`config.mk`:
```
export PLATFORM = sky130hd
export DESIGN_NAME = pfba_byte_update
export DESIGN_NICKNAME = d
export VERILOG_FILES = /design/src/hw/rtl/pfba_pkg.sv /design/src/hw/rtl/pfba_byte_update.sv
export SDC_FILE = /design/constraint.sdc
export NUM_CORES = 1
export LEC_CHECK = 0
export BUFFER_PORTS_ARGS = -buffer_cell sky130_fd_sc_hd__buf_2
export CAP_MARGIN = 25
export CORE_MARGIN = 4
export CORE_UTILIZATION = 57
export DETAILED_ROUTE_END_ITERATION = 10
export GPL_TIMING_DRIVEN = 0
export PLACE_DENSITY = 0.91
export SYNTH_ARGS = -nofsm -noshare
export SYNTH_HDL_FRONTEND = slang
export SYNTH_SLANG_ARGS = --single-unit
```
`constraint.sdc`:
```
create_clock -name vclk -period 4.7
set_input_delay 0.235 -clock vclk [all_inputs]
set_output_delay 0.235 -clock vclk [all_outputs]
set_load 0.01 [all_outputs]
```
`src/hw/rtl/pfba_pkg.sv`:
```
// Shared constants, command codes and types for the page frame bitmap allocator.
`timescale 1ns / 1ps

package pfba_pkg;

  // Default map geometry
  localparam int MAP_BYTES_DEF  = 4096;
  localparam int PAGE_SHIFT_DEF = 12;

  // Field widths
  localparam int CMD_W   = 2;
  localparam int ADDR64_W = 64;
  localparam int QPAGE_W = 15;
  localparam int COUNT_W = 16;

  // Packed stream widths
  localparam int S_DATA_W = 144;
  localparam int M_DATA_W = 40;

  localparam logic [COUNT_W-1:0] COUNT_MAX = 16'hFFFF;
  localparam logic [7:0]         BYTE_FULL = 8'hFF;

  typedef enum logic [CMD_W-1:0] {
    CMD_FREE  = 2'd0,
    CMD_CLAIM = 2'd1,
    CMD_QUERY = 2'd2,
    CMD_NONE  = 2'd3
  } pfba_cmd_t;

  // Result of updating one map byte
  typedef struct packed {
    logic [7:0] new_byte;  // byte to write back
    logic       hit;       // claim met an occupied page in this byte
    logic [2:0] hit_bit;   // bit position of that page
    logic [3:0] n_pages;   // pages of the range in this byte
  } pfba_upd_t;

endpackage

```
`src/hw/rtl/pfba_byte_update.sv`:
```
// Modify one map byte for a free or claim walk over pages lo up to hi (exclusive).
`timescale 1ns / 1ps

module pfba_byte_update
  import pfba_pkg::*;
(
  input  logic [7:0] data,
  input  logic [2:0] lo,
  input  logic [3:0] hi,
  input  logic       claim,
  output pfba_upd_t  upd
);

  logic [7:0] mask;
  logic [7:0] occ;
  logic [7:0] below;
  logic       found;
  logic [2:0] first_bit;
  logic [3:0] cnt;

  // Build the mask of pages inside the range
  always_comb begin
    for (int b = 0; b < 8; b++) begin
      mask[b] = (4'(b) >= {1'b0, lo}) && (4'(b) < hi);
    end
  end

  // Find the lowest occupied page of the range and count pages
  always_comb begin
    occ       = data & mask;
    found     = 1'b0;
    first_bit = 3'd0;
    below     = 8'hFF;
    cnt       = 4'd0;
    for (int b = 0; b < 8; b++) begin
      cnt = cnt + 4'(mask[b]);
    end
    for (int b = 7; b >= 0; b--) begin
      if (occ[b]) begin
        found     = 1'b1;
        first_bit = 3'(b);
      end
    end
    if (found) begin
      below = (8'd1 << first_bit) - 8'd1;
    end
  end

  // Select the written byte
  always_comb begin
    upd.hit     = claim && found;
    upd.hit_bit = first_bit;
    upd.n_pages = cnt;
    if (claim) begin
      upd.new_byte = data | (mask & below);
    end else begin
      upd.new_byte = data & ~mask;
    end
  end

endmodule

```
# == After elaboration in Yosys (flattened, before gate mapping) ==
# Index checks and enable logic that the tools add are counted.
# word_totals
input_bits,16
elab_cells,55
regBits,0
output_inout_bits,16
# classes
n_reduce_logical,8
n_bitwise,5
addsub,8
shift,1
n_mux,18
n_lt_le_gt_ge,15
# op_table
cell,count
AND 8 bit,3
two-way mux 3 bit,8
adder 4 x 1 -> 4 bit,4
< comparator 3 x 4 -> 1 bit (first input constant),4
two-way mux 8 bit,2
greater-or-equal comparator 3 bit (first input constant),3
logical AND 1 bit,8
< comparator 1 x 4 -> 1 bit (first input constant),2
< comparator 2 x 4 -> 1 bit (first input constant),2
two-way mux 1 bit,8
inverter 8 bit,1
OR 8 bit,1
<< shifter 1 x 3 -> 8 bit (first input constant),1
subtractor 8 x 1 -> 8 bit (second input constant),1
greater-or-equal comparator 1 x 3 -> 1 bit (first input constant),2
greater-or-equal comparator 2 x 3 -> 1 bit (first input constant),2
adder 3 x 1 -> 4 bit,1
adder 2 x 1 -> 3 bit,1
adder 1 x 1 -> 2 bit,1

# == Longest topological paths before layout ==
# logic_depth
ltp_word,17
depth_mapped,11
mapped_depth_nobuf,11

# == Worst setup path after synthesis ==
# OpenSTA, ideal clock, no wires.
# synth_path
kind,input-to-output
from,input port hi[3]
to,output port upd[2] (netlist bit)
arrival_time_ns,2.927
stages,10
required_time_ns,4.465
path_slack_ns,1.538
path_cell_list,or3_4 nand2_1 fa_1 inv_1 fa_1 fa_1 ha_1 inv_1 fa_1 xnor2_1
# synth_lines
item,line_no,rtl
from (decl),pfba_byte_update.sv:9,"input logic [3:0] hi,"
to (decl),pfba_byte_update.sv:11,output pfba_upd_t upd

==> impl_metrics.toml <==
[floorplanning]
initial_core_util = 0.629
dieWidth_um = 46.6
num_rows = 13
boundaryPins = 32
dieHeight_um = 46.6
die-area_mm2 = 0.00217
core_area_mm2 = 0.00135

[timing]
fmax_ghz = 0.285
setup_viol = 0
rsz0062_at_grt = "no"
hold_viol = 0
fin_crit_sh = 0.748
tns_ns = 0
slew_viol_final = 0
fin_crit_ns = 3.51
slew_headroom = 0.663
worstMarginPinSlew_ns = 0.492

[logic_synthesis]
yosysSeqAreaShare = 0
synthCells = 112
synth_area_um2 = 850
synth_fa_ha_area_frac = 0.153
synthXorXnorAreaFrac = 0.0103
syn_nets = 136
synthDistinctLibCells = 48
synth-simple-area-share = 0.345
yosysTopAreaCellShare = 0.0943
synth_mux_area_frac = 0.0118
netlist_top_cells_area = "fa_1 9.4%, ha_1 5.9%, a21oi_1 5.3%"
synth_top_area_cell = "fa_1"
post-synth-top-count-cell = "inv_1"
synth_compound_area_frac = 0.404
synth_commonest_cells = "10 x inv_1, 9 x a21oi_1, 9 x nor2_1, 7 x nand2_1, 6 x nand3_1"
synth_area_per_cell_um2 = 7.59
synth_top_family_by_area = "compound AO/OA/AOI/OAI gates"
ys_warn_count = 0

[route]
vias = 1083
ant_nets = 0
wl_um = 2620
drt_first_pass_iters = 4
drt-initial-drc-count = 43
wl_per_cell_um = 16.5
via_per_inst = 6.81
drc = 0

[min_path]
hp-start = "data[0]"
min_path_type = "primary input to output port"

[clock_tree]
postCtsSetupBuffers = 0
ctsResizeCount = 0
hold_buffers = 0

[outcome]
status = "finished clean"

[finish]
n_antenna_cell = 0
regArea_um2 = 0
drive_gt1_frac = 0.361
post-route-cell-area_mm2 = 0.00103
nClkBuffers = 0
finish.utilization = 0.762
seq_cells = 0
area_growth_pct = 21.1
fin_nets = 170

[worst_setup_path]
critical_path_depth = 12
critPathArrivalTime_ns = 3.28
worstSetupStartpointType = "primary input"
critPathBufInv = 4
path_max_fanout = 7
path_common_cell = "fa_1"
setup.worst_path.end_class = "output port"
worst_path_max_delay_cell = "fa_1"
startpoint = "hi[3]"
crit_type = "primary input to output port"
crit_path_max_incr_delay_ns = 0.50
cp_top_family = "adder cells"
required_ns = 4.47
crit_path_cell_trace = "buf_2, or3_4, nand2_1, fa_1, inv_1, fa_1, fa_1, ha_1, inv_1, fa_1, xnor2_1, buf_2"
crit_path_end = "upd[2]"

[global_routing]
grt_overflow = 0
grt_pass1_vias = 998
grt_pass1_wl_um = 4240
grt_start_max_net_pins = 11
antenna_found_initial = 0
grt_use_total = 0.259

[place]
io_buffers = 32
postPlaceCellArea_mm2 = 0.00103
place.gp.congestion = 0.896
hpwl_um = 2120

[power]
ir_worst_vdd_mv = 0.157
leakagePower_nw = 0.490
p_total_w = 0.000173
powerDensity_mw_per_mm2 = 168

[run]
cap_violations = 0
## layout by cell type (no fill, tap or decap), drive strengths merged, types with 2 or more instances in the layout
| cell type | instances |
|---|---|
| buf | 35 |
| inv | 10 |
| nor2 | 10 |
| a21oi | 9 |
| nand2 | 8 |
| nand3 | 6 |
| a31oi | 5 |
| o211ai | 4 |
| and2 | 4 |
| fa | 4 |
| ha | 4 |
| and3 | 3 |
| a221oi | 3 |
| o311ai | 3 |
| nor3 | 3 |
| or3 | 2 |
| o21a | 2 |
| o21ai | 2 |
| a32o | 2 |
| a21o | 2 |
| a2111oi | 2 |
| nand4 | 2 |
| o31ai | 2 |
## report_power, final
group	leakage (nW)	switching [W]	internal (W)
registers	0	0	0
clock network	0	0	0
logic	0.490	0.0000989	0.0000736
total	0.490	0.0000989	0.0000736
## layer usage
metal | share of wire | vias up | track usage | wire [µm]
met5 | 0 | - | 0 | 0
met4 | 0.0095 | 0 | 0.0568 | 25
met3 | 0.099 | 4 | 0.0234 | 258
met2 | 0.50 | 74 | 0.434 | 1310
met1 | 0.39 | 502 | 0.353 | 1030
li1 | - | 503 | - | -
## worst min-delay path by stage
stage / depth (start not counted) / endpoint / slack (ns)
2_1_floorplan: 2 / upd[9] / 0.61
3_3_place_gp: 4 / upd[8] / 0.76
3_5_place_dp: 4 / upd[8] / 0.77
4_1_cts: 4 / upd[8] / 0.77
5_1_grt: 4 / upd[8] / 0.79
6_report: 4 / upd[8] / 0.77
## through the flow
step                setup slack [ns]  std cells  hold WS, ns
detailed placement              1.19        159        0.772
global route                   0.996        159        0.794
floorplan                       1.54        112        0.608
global placement                1.23        159        0.764
CTS                             1.17        159        0.772
finish                          1.19        159        0.771
## area by class of cell
cell class | count | area [µm²]
inverters | 10 | 37.5
multi-input cells | 99 | 785
repair buffers | 32 | 160
well taps | 15 | 18.8
fillers | 109 | 322
plain buffers | 3 | 27.5
## logic make-up after synthesis
| group | count (synthesis) |
|---|---|
| adder cells (fa/ha/maj) | 8 |
| XOR/XNOR | 1 |
| AO/OA/AOI/OAI | 43 |
| AND/OR/NAND/NOR | 46 |
| buffers and inverters | 13 |
| multiplexers | 1 |
## worst min-delay path, stage by stage
cell     delay, ns
buf_2         0.08
nand2_1       0.04
o21ai_0       0.05
buf_2         0.13
Note: power is estimated with default switching activity, not from simulation.
